[config.mk]
export PLATFORM = sky130hd
export DESIGN_NAME = annexb_nal_unit_splitter_unit
export DESIGN_NICKNAME = d
export VERILOG_FILES = /design/src/hdl/annexb_pkg.sv /design/src/hdl/annexb_front.sv /design/src/hdl/annexb_queue.sv /design/src/hdl/annexb_back.sv /design/src/hdl/annexb_nal_unit_splitter_unit.sv
export SDC_FILE = /design/constraint.sdc
export NUM_CORES = 1
export LEC_CHECK = 0
export BUFFER_PORTS_ARGS = -buffer_cell sky130_fd_sc_hd__buf_2
export CAP_MARGIN = 40
export CORE_AREA = 2 2 160 193
export CTS_BUF_LIST = sky130_fd_sc_hd__clkbuf_4 sky130_fd_sc_hd__clkbuf_8
export DETAILED_ROUTE_END_ITERATION = 7
export DIE_AREA = 0 0 162 195
export MAX_ROUTING_LAYER = met4
export PLACE_DENSITY = 0.56
export SLEW_MARGIN = 10
export SYNTH_ARGS = -nofsm -noshare
export SYNTH_HDL_FRONTEND = slang
export SYNTH_HIERARCHICAL = 1
export SYNTH_SLANG_ARGS = --single-unit
[constraint.sdc]
create_clock -name clk -period 5.8 [get_ports clk]
set_input_delay 1.16 -clock clk [delete_from_list [all_inputs] [get_ports clk]]
set_output_delay 1.16 -clock clk [all_outputs]
set_load 0.05 [all_outputs]
[src/hdl/annexb_pkg.sv]
// Shared types and constants for the Annex B NAL unit splitter.
package annexb_pkg;

  localparam int HOLD_DEPTH = 4;
  localparam int LANES      = HOLD_DEPTH + 1;
  localparam int QUEUE_DEPTH_DEF = 4;

  localparam logic [7:0] BYTE_ZERO  = 8'h00;
  localparam logic [7:0] BYTE_ONE   = 8'h01;
  localparam logic [4:0] TYPE_DELIM = 5'h09;

  // One burst of payload bytes released by a single input byte.
  typedef struct packed {
    logic [LANES-1:0][7:0] bytes;
    logic [2:0]            cnt;
    logic [4:0]            ntype;
    logic                  first;
    logic                  last;
  } desc_t;

endpackage

[src/hdl/annexb_front.sv]
// Front end: start code scan, byte holding and burst descriptor generation.
module annexb_front (
  input  logic               clk,
  input  logic               rst_n,
  input  logic               cfg_we,
  input  logic               cfg_wdata,
  input  logic               fire,
  input  logic [7:0]         in_byte,
  input  logic               in_end_of_stream,
  output logic               push,
  output annexb_pkg::desc_t  push_data
);
  import annexb_pkg::*;

  logic [7:0] held_r [HOLD_DEPTH];
  logic [7:0] held_nxt [HOLD_DEPTH];
  logic [2:0] hc_r, hc_nxt;
  logic [1:0] zr_r, zr_nxt;
  logic       inside_r, inside_nxt;
  logic [4:0] type_r, type_nxt;
  logic       drop_r, drop_nxt;
  logic       aw_r, aw_nxt;
  logic       drop_cfg_r;

  logic       is_sc;
  logic [1:0] zr_inc;
  logic [2:0] used;
  logic [2:0] emit_cnt;
  logic       emit_last;
  logic [4:0] emit_type;
  logic       emit_drop;

  always_ff @(posedge clk) begin
    if (!rst_n) begin
      drop_cfg_r <= 1'b1;
    end else if (cfg_we) begin
      drop_cfg_r <= cfg_wdata;
    end
  end

  assign is_sc  = (in_byte == BYTE_ONE) && (zr_r >= 2'd2);
  assign zr_inc = (zr_r == 2'd3) ? zr_r : zr_r + 2'd1;
  assign used   = (zr_r == 2'd3) ? 3'd3 : 3'd2;

  always_comb begin
    held_nxt   = held_r;
    hc_nxt     = hc_r;
    zr_nxt     = zr_r;
    inside_nxt = inside_r;
    type_nxt   = type_r;
    drop_nxt   = drop_r;
    aw_nxt     = aw_r;
    emit_cnt   = 3'd0;
    emit_last  = 1'b0;
    emit_type  = type_r;
    emit_drop  = drop_r;

    if (!inside_r) begin
      if (in_byte == BYTE_ZERO) begin
        zr_nxt = zr_inc;
      end else if (is_sc) begin
        inside_nxt = 1'b1;
        hc_nxt     = 3'd0;
        zr_nxt     = 2'd0;
        aw_nxt     = 1'b1;
        drop_nxt   = 1'b0;
      end else begin
        zr_nxt = 2'd0;
      end
    end else if (is_sc) begin
      // Bytes ahead of the start code zeros close the current unit.
      emit_cnt   = (hc_r > used) ? hc_r - used : 3'd0;
      emit_last  = 1'b1;
      inside_nxt = 1'b1;
      hc_nxt     = 3'd0;
      zr_nxt     = 2'd0;
      aw_nxt     = 1'b1;
      drop_nxt   = 1'b0;
    end else begin
      if (aw_r && hc_r == 3'd0) begin
        type_nxt = in_byte[4:0];
        drop_nxt = drop_cfg_r && (in_byte[4:0] == TYPE_DELIM);
      end
      emit_type = type_nxt;
      emit_drop = drop_nxt;
      if (in_byte == BYTE_ZERO) begin
        zr_nxt = zr_inc;
        if (hc_r == 3'(HOLD_DEPTH)) begin
          // Hold line full: the oldest byte leaves as ordinary payload.
          emit_cnt = 3'd1;
          for (int i = 0; i < HOLD_DEPTH - 1; i++) begin
            held_nxt[i] = held_r[i+1];
          end
          held_nxt[HOLD_DEPTH-1] = in_byte;
        end else begin
          held_nxt[hc_r[1:0]] = in_byte;
          hc_nxt = hc_r + 3'd1;
        end
      end else begin
        emit_cnt    = hc_r;
        held_nxt[0] = in_byte;
        hc_nxt      = 3'd1;
        zr_nxt      = 2'd0;
      end
      if (in_end_of_stream) begin
        // Flush everything held plus this byte.
        emit_cnt  = hc_r + 3'd1;
        emit_last = 1'b1;
      end
    end

    if (emit_cnt != 3'd0 && !(inside_r && is_sc)) begin
      aw_nxt = 1'b0;
    end

    if (in_end_of_stream) begin
      hc_nxt     = 3'd0;
      zr_nxt     = 2'd0;
      inside_nxt = 1'b0;
      type_nxt   = 5'd0;
      drop_nxt   = 1'b0;
      aw_nxt     = 1'b1;
    end
  end

  always_comb begin
    for (int i = 0; i < HOLD_DEPTH; i++) begin
      push_data.bytes[i] = (3'(i) < hc_r) ? held_r[i] : in_byte;
    end
    push_data.bytes[LANES-1] = in_byte;
    push_data.cnt   = emit_cnt;
    push_data.ntype = emit_type;
    push_data.first = aw_r;
    push_data.last  = emit_last;
  end

  assign push = fire && (emit_cnt != 3'd0) && !emit_drop;

  always_ff @(posedge clk) begin
    if (!rst_n) begin
      hc_r     <= 3'd0;
      zr_r     <= 2'd0;
      inside_r <= 1'b0;
      type_r   <= 5'd0;
      drop_r   <= 1'b0;
      aw_r     <= 1'b1;
    end else if (fire) begin
      hc_r     <= hc_nxt;
      zr_r     <= zr_nxt;
      inside_r <= inside_nxt;
      type_r   <= type_nxt;
      drop_r   <= drop_nxt;
      aw_r     <= aw_nxt;
    end
  end

  always_ff @(posedge clk) begin
    if (fire) begin
      held_r <= held_nxt;
    end
  end

endmodule

[src/hdl/annexb_queue.sv]
// Small descriptor queue between the front end and the byte serializer.
module annexb_queue #(
  parameter int DEPTH = annexb_pkg::QUEUE_DEPTH_DEF
) (
  input  logic               clk,
  input  logic               rst_n,
  input  logic               push,
  input  annexb_pkg::desc_t  push_data,
  input  logic               pop,
  output logic               full,
  output logic               head_valid,
  output annexb_pkg::desc_t  head_data
);
  import annexb_pkg::*;

  localparam int PW = $clog2(DEPTH);
  localparam int CW = $clog2(DEPTH + 1);

  desc_t         mem_r [DEPTH];
  logic [PW-1:0] wr_ptr_r, rd_ptr_r;
  logic [CW-1:0] count_r;

  assign full       = (count_r == CW'(DEPTH));
  assign head_valid = (count_r != '0);
  assign head_data  = mem_r[rd_ptr_r];

  always_ff @(posedge clk) begin
    if (push) begin
      mem_r[wr_ptr_r] <= push_data;
    end
  end

  always_ff @(posedge clk) begin
    if (!rst_n) begin
      wr_ptr_r <= '0;
      rd_ptr_r <= '0;
      count_r  <= '0;
    end else begin
      if (push) begin
        wr_ptr_r <= (wr_ptr_r == PW'(DEPTH - 1)) ? '0 : wr_ptr_r + 1'b1;
      end
      if (pop) begin
        rd_ptr_r <= (rd_ptr_r == PW'(DEPTH - 1)) ? '0 : rd_ptr_r + 1'b1;
      end
      if (push && !pop) begin
        count_r <= count_r + 1'b1;
      end else if (pop && !push) begin
        count_r <= count_r - 1'b1;
      end
    end
  end

endmodule

[src/hdl/annexb_back.sv]
// Back end: walks each descriptor and drives one payload byte per transfer.
module annexb_back (
  input  logic               clk,
  input  logic               rst_n,
  input  logic               head_valid,
  input  annexb_pkg::desc_t  head_data,
  output logic               pop,
  output logic               out_valid,
  input  logic               out_ready,
  output logic [7:0]         out_byte,
  output logic [4:0]         out_nal_type,
  output logic               out_first_of_nal,
  output logic               out_last_of_nal
);
  import annexb_pkg::*;

  logic [2:0] idx_r;
  logic       out_valid_r;
  logic [7:0] byte_r;
  logic [4:0] type_r;
  logic       first_r, last_r;
  logic       load;
  logic       final_lane;

  assign load       = head_valid && (!out_valid_r || out_ready);
  assign final_lane = (idx_r == head_data.cnt - 3'd1);
  assign pop        = load && final_lane;

  always_ff @(posedge clk) begin
    if (!rst_n) begin
      idx_r       <= 3'd0;
      out_valid_r <= 1'b0;
    end else begin
      if (load) begin
        idx_r <= final_lane ? 3'd0 : idx_r + 3'd1;
      end
      if (load) begin
        out_valid_r <= 1'b1;
      end else if (out_ready) begin
        out_valid_r <= 1'b0;
      end
    end
  end

  always_ff @(posedge clk) begin
    if (load) begin
      byte_r  <= head_data.bytes[idx_r];
      type_r  <= head_data.ntype;
      first_r <= head_data.first && (idx_r == 3'd0);
      last_r  <= head_data.last && final_lane;
    end
  end

  assign out_valid        = out_valid_r;
  assign out_byte         = byte_r;
  assign out_nal_type     = type_r;
  assign out_first_of_nal = first_r;
  assign out_last_of_nal  = last_r;

endmodule

[src/hdl/annexb_nal_unit_splitter_unit.sv]
// Top level of the Annex B NAL unit splitter.
//
//   Channel  Handshake               Payload
//   in       in_valid / in_ready     in_byte, in_end_of_stream
//   out      out_valid / out_ready   out_byte, out_nal_type, out_first_of_nal,
//                                    out_last_of_nal
//   cfg      cfg_we                  cfg_wdata (drop delimiter units)
//
// One input byte is taken per cycle while the descriptor queue has room; the
// output gives one payload byte per cycle, so the output port sets the rate.
// A byte that closes a unit or ends the stream can release up to five bytes,
// which the queue absorbs while input keeps flowing.
// Released bytes pass through the queue memory, then the output register.
// Reset is synchronous; the queue and output register come up empty.
module annexb_nal_unit_splitter_unit #(
  parameter int QUEUE_DEPTH = annexb_pkg::QUEUE_DEPTH_DEF
) (
  input  logic       clk,
  input  logic       rst_n,
  input  logic       cfg_we,
  input  logic       cfg_wdata,
  input  logic       in_valid,
  output logic       in_ready,
  input  logic [7:0] in_byte,
  input  logic       in_end_of_stream,
  output logic       out_valid,
  input  logic       out_ready,
  output logic [7:0] out_byte,
  output logic [4:0] out_nal_type,
  output logic       out_first_of_nal,
  output logic       out_last_of_nal
);
  import annexb_pkg::*;

  logic  fire;
  logic  push, pop, full, head_valid;
  desc_t push_data, head_data;

  assign in_ready = !full;
  assign fire     = in_valid && in_ready;

  annexb_front u_front (
    .clk              (clk),
    .rst_n            (rst_n),
    .cfg_we           (cfg_we),
    .cfg_wdata        (cfg_wdata),
    .fire             (fire),
    .in_byte          (in_byte),
    .in_end_of_stream (in_end_of_stream),
    .push             (push),
    .push_data        (push_data)
  );

  annexb_queue #(
    .DEPTH (QUEUE_DEPTH)
  ) u_queue (
    .clk        (clk),
    .rst_n      (rst_n),
    .push       (push),
    .push_data  (push_data),
    .pop        (pop),
    .full       (full),
    .head_valid (head_valid),
    .head_data  (head_data)
  );

  annexb_back u_back (
    .clk              (clk),
    .rst_n            (rst_n),
    .head_valid       (head_valid),
    .head_data        (head_data),
    .pop              (pop),
    .out_valid        (out_valid),
    .out_ready        (out_ready),
    .out_byte         (out_byte),
    .out_nal_type     (out_nal_type),
    .out_first_of_nal (out_first_of_nal),
    .out_last_of_nal  (out_last_of_nal)
  );

endmodule

======== Word level (Yosys, flattened, before mapping) ========
Memory sizes are Yosys's and may differ from the RTL's. A register that Yosys moved wholly into a read port is not among the register bits.
Index checks and enable logic that the tools add are counted.
word-level totals
  input port bits ......................... 15
  register bits after elaboration ......... 72
  bits in read-only memories .............. 0
  memories kept ........................... 1
  output and inout bits ................... 17
  logic and storage cells ................. 152
  bits in latches ......................... 0
  RAM bits ................................ 200
memory list
  name           words  bits a word  rd ports  clocked after Yosys merged registers in  wr ports  line                source
  u_queue.mem_r  4      50           1         1                                        1         annexb_queue.sv:19  desc_t mem_r [DEPTH];
cells by class
  $add $sub $neg .......................... 9
  bitwise operators ....................... 2
  equality and inequality tests ........... 11
  reduce and logical (&&, ||, !) cells .... 35
  shift operators ......................... 0
  magnitude comparators ................... 9
  multiplexer cells ....................... 65
  div/mod/pow operators ................... 0
  multipliers ............................. 0
operators with widths
  cell                                                                          number
  8-bit two-way mux                                                             7
  3-bit two-way mux                                                             15
  32-bit bitwise mux                                                            1
  32-bit two-way mux                                                            1
  1-bit two-way mux                                                             26
  8-bit binary-select mux with 3-bit select                                     1
  5-bit two-way mux                                                             4
  2-bit two-way mux                                                             9
  8-bit demux with 2-bit select                                                 1
  1-bit logical AND                                                             15
  3-bit by 1-bit adder with 3-bit output (second input constant)                3
  3-bit nonzero test                                                            3
  8-bit by 1-bit equality test with 1-bit output (second input constant)        1
  8-bit logical NOT                                                             1
  4-bit by 3-bit != test with 1-bit output (second input constant)              2
  4-bit AND reduction                                                           2
  2-bit by 1-bit adder with 2-bit output (second input constant)                3
  2-bit equality test (second input constant)                                   3
  3-bit equality test (second input constant)                                   2
  1-bit logical NOT                                                             6
  3-bit logical NOT                                                             2
  1-bit by 3-bit less-than comparator with 1-bit output (first input constant)  2
  2-bit by 3-bit less-than comparator with 1-bit output (first input constant)  2
  3-bit AND reduction                                                           2
  other kinds (15)                                                              17

======== Logic depth before layout (Yosys ltp) ========
Gate-level depths: netlist of the first run.
  depth in word-level cells ............... 13
  depth in mapped cells ................... 16
  depth with buffers taken out ............ 15

======== Cells and area by module ========
The synthesis of the first run kept the hierarchy.
by module, submodules not included
  module                         sequential area each (um^2)  times used  cells an instance  area an instance (um^2)
  annexb_queue                   6185.9                       1           306                7731.2
  annexb_front                   1241.2                       1           303                2919.0
  annexb_back                    530.5                        1           87                 1079.8
  annexb_nal_unit_splitter_unit  0.0                          1           2                  10.0

======== Worst setup path before layout of the first run ========
OpenSTA, ideal clock, no wires.
  path kind ............................... input -> register
  from .................................... input port in_byte[6]
  to ...................................... memory u_queue/mem_r[0][0] (netlist name), enable pin
  stages .................................. 7
  data required time ...................... 5.387 ns
  buffers on the path ..................... 1
  data arrival time ....................... 4.189 ns
  library setup time ...................... 0.413 ns
  path slack .............................. 1.199 ns
  path through ............................ or4_1 -> buf_2 -> or3_4 -> nor4_4 -> o22ai_2 -> a21oi_1 -> and2_1
on the way
  cells in the longest elaborated chain, start to end .. 10
  elaborated cells between the ends (all ways) .. 15
  those cells by class .................... eq/ne (1); mux (8); reduce/logical (6)
ends and longest elaborated chain
  element                                    line                                 source
  from (decl)                                annexb_nal_unit_splitter_unit.sv:24  input logic [7:0] in_byte,
  8-bit logical NOT                          annexb_front.sv:86                   if (in_byte == BYTE_ZERO) begin
  3-bit two-way mux                          annexb_front.sv:86
  3-bit two-way mux                          annexb_front.sv:105                  if (in_end_of_stream) begin
  3-bit two-way mux                          annexb_front.sv:70                   end else if (is_sc) begin
  3-bit two-way mux                          annexb_front.sv:58                   if (!inside_r) begin
  3-bit nonzero test                         annexb_front.sv:137                  assign push = fire && (emit_cnt != 3'd0) && !emit_drop;
  1-bit logical AND                          annexb_front.sv:137
  1-bit logical AND *                        annexb_front.sv:137
  named net push                             annexb_nal_unit_splitter_unit.sv:36  logic push, pop, full, head_valid;
  1-bit two-way mux *                        annexb_queue.sv:28                   if (push) begin
  1-bit two-way mux (implied by the code) *  annexb_queue.sv:29                   mem_r[wr_ptr_r] <= push_data;
  to (decl)                                  annexb_queue.sv:19
The timed path passes the listed nets; every way through them passes the cells marked *.

======== Worst setup path after layout of the first run ========
  from .................................... input port in_byte[6]
  to ...................................... register u_queue.count_r[2]
on the way
  cells in the longest elaborated chain, start to end .. 11
  elaborated cells between the ends (all ways) .. 18
  those cells by class .................... eq/ne (1); mux (7); reduce/logical (10)
ends and longest elaborated chain
  element                              line                                 source
  8-bit logical NOT                    annexb_front.sv:86
  3-bit two-way mux                    annexb_front.sv:86
  3-bit two-way mux                    annexb_front.sv:105
  3-bit two-way mux                    annexb_front.sv:70
  3-bit two-way mux                    annexb_front.sv:58
  3-bit nonzero test                   annexb_front.sv:137
  1-bit logical AND                    annexb_front.sv:137
  1-bit logical AND *                  annexb_front.sv:137
  named net push                       annexb_nal_unit_splitter_unit.sv:36
  1-bit logical NOT                    annexb_queue.sv:47                   end else if (pop && !push) begin
  1-bit logical AND                    annexb_queue.sv:47
  2-bit nonzero test (no source line)  n/a
  to (signal assigned)                 annexb_queue.sv:46                   count_r <= count_r + 1'b1;
  to (signal assigned)                 annexb_queue.sv:48                   count_r <= count_r - 1'b1;
  to (decl)                            annexb_queue.sv:21                   logic [CW-1:0] count_r;
Marked as above.
A chain may end at the register's enable or synchronous reset.

==> summary.md, run 1 <==
| Metric | Value |
|---|---|
| Status | `completed` |
| Worst-path clk slew | `0.06 ns` |
| Fmax | `~0.23 GHz` |
| Synth Instances | `698` |
| Worst-case reg-to-reg path depth | `13` |
| Area of the multi-input gates | `between 3000 and 4000 µm²` |
| Top cells by count, synth | `247 x edfxtp_1, 66 x nand2_1, 58 x mux4_2, 37 x mux2_2, 27 x dfxtp_1` |
| Worst path required time | `6.26 ns` |
| Routed wire length | `about 26 mm` |
| Starting density of the core | `between 30 and 40%` |
| WP data arrival | `approximately 4.8 ns` |
| Worst hold-check path type | `reg -> reg` |
| Ys Warns | `6` |
| CTS Hold Bufs | `0` |
| Syn_area_per_cell | `approximately 17 µm²` |
| Core Util, Final | `between 40% and 50%` |
| Leakage | `0.00434 µW` |
| Share of cells above drive strength 1 | `29.9%` |
| Post-route ant nets | `0` |
| Largest net degree at the start of global routing | `33` |
| DRC viols | `0` |
| Global route overflow | `0` |
| Peak VDD IR | `about 0.00012 V` |
| I/O Pins | `32` |
| Synthesized flop and latch total | `between 200 and 300` |
| Root buffer selected by CTS | `clkbuf_8` |
| Pwr dens | `~290 nW/µm²` |
| Hold Path Depth | `2` |
| Worst Setup End Kind | `register` |
| Setup Crit Path Kind | `in -> reg` |
| Gr usage total | `about 17%` |
| Vias per cell | `between 5 and 6` |
| Critical Path Source Type | `input port` |
| Rows | `69` |
| DR vias | `roughly 6200` |
| Critical Path Start | `in_byte[6]` |
| Setup TNS | `0 ns` |
| Fillers | `approximately 2600` |
| I/O Buffers | `31` |
| Final setup vio count | `0` |
| Ranking of synthesized cells by area | `edfxtp_1 63%, mux4_2 11%, dfxtp_1 4.6%` |
| Synth Flop Type | `edfxtp_1` |
| DR WL/cell | `between 20 and 25 µm` |
| Area leader, netlist | `edfxtp_1` |
| Rel. slew slack | `about two fifths` |
| Post-synth cell types | `between 60 and 70` |
| Final Hold Fails | `0` |
| Clock Skews | `0.0225 ns` |
| Storage cell area | `~8000 µm²` |
| Routability Congestion | `0.830` |
| Post-synth EDFFs | `~250` |
| Nets@finish | `just under 800` |
| Die W | `~160 µm` |
| Core Region | `approximately 30000 µm²` |
| Die footprint | `approximately 32000 µm²` |
| Measured slew at the worst slew-check pin | `just over 0.9 ns` |
| Clk buf depth | `3` |
| Antenna violations before repair | `1` |
| Synth Cell Area | `11700 µm²` |
| First-pass GRT wire length | `40.0 mm` |
| Initial drt markers | `453` |
| Clock Latency Late Sink | `0.55 ns` |
| Worst Path Max Fanout | `13` |
| Sink Count | `about 270` |
| R2R Setup Slk | `2.00 ns` |
| Die H | `slightly below 200 µm` |
| Post-CTS setup buffers | `0` |
| Drt first pass iters | `4` |
| H-tree depth | `2` |
| R2R Path Start | `u_front/hc_r[0]` |
| Dpl hpwl | `16.3 mm` |
| Vias in the first global route | `~6700` |
| Pins Over Slew Limit | `0` |
| Synth top area share | `between 60% and 70%` |
| RSZ-0062 raised after global routing | `no` |
| Reg2Reg Capture Point | `u_queue/count_r[2]` |
| Fin crit share | `74.5%` |
| Crit path to | `u_queue/count_r[2]` |
| Top-count cell post-synth | `edfxtp_1` |
| Post-synthesis sequential area ratio | `67.8%` |
| Synth async-reset ratio | `0%` |
| Area delta synth->final | `11.0%` |
| Max-cap viol count | `0` |
| TritonCTS Buffers | `between 40 and 50` |
| PostCTS Resize Cnt | `0` |
| Period minus WS final | `roughly 4.3 ns` |
| CTS tree | `done` |
| Post-Syn Nets | `roughly 730` |
layer usage:
metal | wire length, µm | track usage (%) | up-vias
met5 | 0 | - | -
met4 | 858 | 6.72 | 0
met3 | 1060 | 2.95 | 58
met2 | 13500 | 30.3 | 166
met1 | 10200 | 20.0 | 3192
li1 | - | - | 2779
stage by stage:
| step | hold slack, ns | cells | setup WS, ns | power (µW) | cell area [µm²] |
|---|---|---|---|---|---|
| after floorplan | 0.441 | 698 | 1.20 | 2220 | 11700 |
| after detailed placement | 0.458 | 1090 | 0.937 | 2240 | 12200 |
| final | 0.471 | 1163 | 1.48 | 3730 | 13000 |
| after CTS | 0.470 | 1162 | 1.51 | 3780 | 13000 |
| after global routing | 0.486 | 1163 | 1.25 | 3870 | 13000 |
| after global placement | 0.453 | 1084 | 1.10 | 2240 | 12200 |
report_power, final:
group	internal (µW)	leakage [µW]	switching, µW
clock	835	0.000417	692
combinational	20.6	0.00147	39.1
sequential	2140	0.00245	0.449
worst max-delay path, stage by stage:
cell,delay (ns)
buf_2,0.17
or4_1,0.72
or3_4,0.48
o22ai_1,0.25
o31ai_1,0.13
a21oi_1,0.48
ha_1,0.30
inv_1,0.07
fa_1,0.37
xor2_1,0.15
or3_1,0.30
a21boi_0,0.19
registers in the layout, indices dropped and copies added, names as in the netlist, 2 cells and up, named ones only:
name / count
u_queue/rd_ptr_r: 2
u_queue/mem_r: 200
u_queue/count_r: 3
u_front/held_r: 32
u_back/out_nal_type: 5
u_queue/wr_ptr_r: 2
u_front/zr_r: 2
u_front/hc_r: 3
u_front/type_r: 5
u_back/idx_r: 3
u_back/out_byte: 8
area by class of cell:
class                   instances  share of cell area, %
flip-flops and latches        274                   61.1
diodes                          1                 0.0192
multi-input cells             350                   25.8
clock buffers                  60                   5.52
well taps                     390                   3.75
repair buffers                 50                   2.46
clock inverters                12                  0.576
inverters                      26                  0.749
how the worst min path moves through the flow:
stage / from / end / slack [ns]
detailed placement: u_front/type_r[2] / u_front/type_r[2] / 0.46
CTS: u_front/type_r[2] / u_front/type_r[2] / 0.47
global route: u_front/type_r[0] / u_front/type_r[0] / 0.49
floorplan: u_front/drop_cfg_r / u_front/drop_cfg_r / 0.44
finish: u_front/type_r[1] / u_front/type_r[1] / 0.47
global placement: u_front/type_r[2] / u_front/type_r[2] / 0.45
cell families (layout without fill, tap and decap cells):
group	after synthesis	count (layout)	synth area share [%]
AO/OA/AOI/OAI	62	62	3.65
buffers and inverters	74	148	3.67
adder cells (fa/ha/maj)	16	16	1.77
AND/OR/NAND/NOR	164	164	7.24
flip-flops	274	274	67.8
multiplexers	102	102	15.3
XOR/XNOR	6	6	0.629
other	0	1	0
cells in the final DEF (no fill, tap or decap), drive strengths merged, types with 10 or more instances in the layout:
cell,netlist,routed
dfxtp,27,27
inv,26,26
nor2b,17,17
edfxtp,247,247
nor2,17,17
ha,15,15
nand3,19,19
o21ai,15,15
clkbuf,22,60
buf,26,50
mux4,58,58
clkinv,0,10
mux2,37,37
nand2,67,67
Power figures use the tool's default switching activity.
==> run 2, diff against run 1 <==
--- a/config.mk
+++ b/config.mk
@@ -12,7 +12,7 @@
 export DETAILED_ROUTE_END_ITERATION = 7
 export DIE_AREA = 0 0 162 195
 export MAX_ROUTING_LAYER = met4
-export PLACE_DENSITY = 0.56
+export PLACE_DENSITY = 0.58
 export SLEW_MARGIN = 10
 export SYNTH_ARGS = -nofsm -noshare
 export SYNTH_HDL_FRONTEND = slang
==> constraint.sdc (replaced) <==
create_clock -name clk -period 3.7 [get_ports clk]
set_input_delay 0.74 -clock clk [delete_from_list [all_inputs] [get_ports clk]]
set_output_delay 0.74 -clock clk [all_outputs]
set_load 0.05 [all_outputs]
==> summary.md, run 2 (synthesis results as in run 1) <==
| Metric | Value |
|---|---|
| Status | `completed` |
| Met1 Track Usage GR | `20.9% (+0.85 points)` |
| Hold slack | `0.399 ns (-0.0721 ns)` |
| DR vias | `6306 (+1.8%)` |
| DR WL/cell | `21.3 µm (-3.4%)` |
| Switch Pwr | `1220 µW (+67%)` |
| Die W | `162 µm (unchanged)` |
| Period minus WS final | `3.34 ns` |
| H-tree depth | `2 (unchanged)` |
| Fillers | `2631 (+0.73%)` |
| Routed wire length | `25.5 mm (-0.72%)` |
| Number of diodes | `0 (-1)` |
| Global route overflow | `0 (unchanged)` |
| Most common cell after layout, fill and taps aside | `edfxtp_1` |
| Area delta synth->final | `13.4%` |
| Max-cap viol count | `0 (unchanged)` |
| Final setup vio count | `0 (unchanged)` |
| P_int | `4610 µW (+54%)` |
| Worst path required time | `4.18 ns (-2.08 ns)` |
| Routing usage on met3 | `2.78% (-0.17 points)` |
| Vias in the first global route | `6818 (+1.2%)` |
| Clock Skews | `0.0334 ns (+0.0109 ns)` |
| Routability Congestion | `0.883 (+6.4%)` |
| CTS Hold Bufs | `0 (unchanged)` |
| Worst Setup End Kind | `register` |
| First-pass GRT wire length | `39.5 mm (-1.4%)` |
| Met2 GRT Util | `28.8% (-1.5 points)` |
| Max reg flops | `200 (unchanged)` |
| Post-CTS setup buffers | `0 (unchanged)` |
| Sw frac | `20.9% (+1.3 points)` |
| PostCTS Resize Cnt | `0 (unchanged)` |
| Total Power | `5830 µW (+57%)` |
| Setup Crit Path Kind | `reg -> reg` |
| Root buffer selected by CTS | `clkbuf_8` |
| Biggest register | `u_queue/mem_r` |
| WP data arrival | `3.82 ns (-0.96 ns)` |
| Antenna violations before repair | `0 (-1)` |
| Clock Latency Late Sink | `0.56 ns (about the same)` |
| Measured slew at the worst slew-check pin | `0.717 ns (-0.191 ns)` |
| Worst Path Max Fanout | `9 (-4)` |
| Vias per cell | `5.28 (-0.93%)` |
| Dpl hpwl | `16.4 mm (+0.55%)` |
| Rows | `69 (unchanged)` |
| Initial drt markers | `468 (+3.3%)` |
| Leakage | `0.00449 µW (+3.5%)` |
| Starting density of the core | `39.8% (unchanged)` |
| Drt first pass iters | `5 (+1)` |
| Sink Count | `274 (unchanged)` |
| Reg power frac | `57.5% (about the same)` |
| GRT busiest layer | `met2` |
| CTS tree | `done` |
| Clock power share | `40.7% (-0.3 points)` |
| Fmax | `0.300 GHz` |
| Post-route ant nets | `0 (unchanged)` |
| Core Util, Final | `45.1% (+0.96 points)` |
| I/O Buffers | `31 (unchanged)` |
| RSZ-0062 raised after global routing | `no` |
| Die footprint | `31600 µm² (unchanged)` |
| Nets@finish | `803 (+3.7%)` |
| Gr usage total | `17.0% (-0.40 points)` |
| Final Hold Fails | `0 (unchanged)` |
| Share of cells above drive strength 1 | `32.8% (+2.9 points)` |
| Worst hold-check path type | `in -> reg` |
| Pins Over Slew Limit | `0 (unchanged)` |
| Clk buf depth | `3 (unchanged)` |
| Die H | `195 µm (unchanged)` |
| DRC viols | `0 (unchanged)` |
| Worst-path clk slew | `0.07 ns (about the same)` |
| Fin crit share | `approximately 90%` |
| Pwr dens | `438 nW/µm² (+53%)` |
| Largest net degree at the start of global routing | `34 (+3.0%)` |
| I/O Pins | `32 (unchanged)` |
| Critical Path Source Type | `register` |
| Rel. slew slack | `52.2% (+13 points)` |
| Peak VDD IR | `0.000179 V (+46%)` |
| Core Region | `29500 µm² (unchanged)` |
| TritonCTS Buffers | `42 (+2.4%)` |
| Logic pwr share | `1.8% (+0.2 points)` |
| Most frequent cells in the layout | `247 x edfxtp_1, 66 x nand2_1, 58 x mux4_2` |
==> run 2: cell count changes in the layout (fill, tap and decap cells not counted), sizes merged, moves of 3 or more <==
cell	previous run	this run
buf	50	78
clkbuf	60	55
clkinv	10	17
inv	26	29
==> run 2: stage by stage <==
stage / std cells / TNS, ns / setup slack, ns / instance area, µm²
after floorplan: 698 / 0 / 0.0243 / 11700
after global placement: 1117 / -0.119 / -0.119 / 12500
after detailed placement: 1118 / -0.208 / -0.179 / 12500
after CTS: 1195 / 0 / 0.385 / 13300
after global routing: 1195 / 0 / 0.0409 / 13300
final: 1195 / 0 / 0.362 / 13300
==> run 2: power by group through the flow <==
| stage | Combinational [µW] | Clock (µW) | Sequential, µW |
|---|---|---|---|
| floorplan | 61.1 | 0 | 3420 |
| global placement | 102 | 0 | 3420 |
| detailed placement | 106 | 0 | 3420 |
| CTS | 107 | 2450 | 3350 |
| global route | 116 | 2580 | 3350 |
| finish | 106 | 2370 | 3350 |
==> run 2: final cells by class <==
type                       instances  area (µm²)  area share, %
tap                              390         488           3.67
inverter                          26        97.6          0.733
clock inverter                    22         114          0.855
timing repair buffer              78         606           4.55
multi-input combinational        350        3360           25.2
clock buffer                      55         682           5.12
sequential                       274        7960           59.8
==> run 2: critical path, stage by stage, from the launching register on <==
cell and delay (ns):
dfxtp_1 0.53, inv_1 0.17, ha_1 0.37, nor3b_1 0.25
o21ai_0 0.13, o22ai_1 0.20, o31ai_1 0.14, a21oi_2 0.21
ha_1 0.19, inv_1 0.06, fa_1 0.37, xor2_1 0.15
or3_1 0.31, a21boi_0 0.18
==> run 2: worst paths after layout <==
| kind | slack, ns | end | cells after the start | startpoint |
|---|---|---|---|---|
| worst max-delay path | 0.36 | u_queue/count_r[2] | 13 | u_front/hc_r[0] |
| worst min-delay path | 0.40 | u_front/drop_cfg_r | 3 | cfg_wdata |
| worst max register to register | 0.36 | u_queue/count_r[2] | 13 | u_front/hc_r[0] |
| worst min register to register | 0.48 | u_front/type_r[4] | 2 | u_front/type_r[4] |
==> run 2: routing by layer <==
| layer | vias up | share of wire [%] | wire length (µm) |
|---|---|---|---|
| met5 | - | 0 | 0 |
| met4 | 0 | 2.4 | 616 |
| met3 | 52 | 3.7 | 943 |
| met2 | 157 | 52 | 13200 |
| met1 | 3256 | 42 | 10700 |
| li1 | 2841 | - | - |
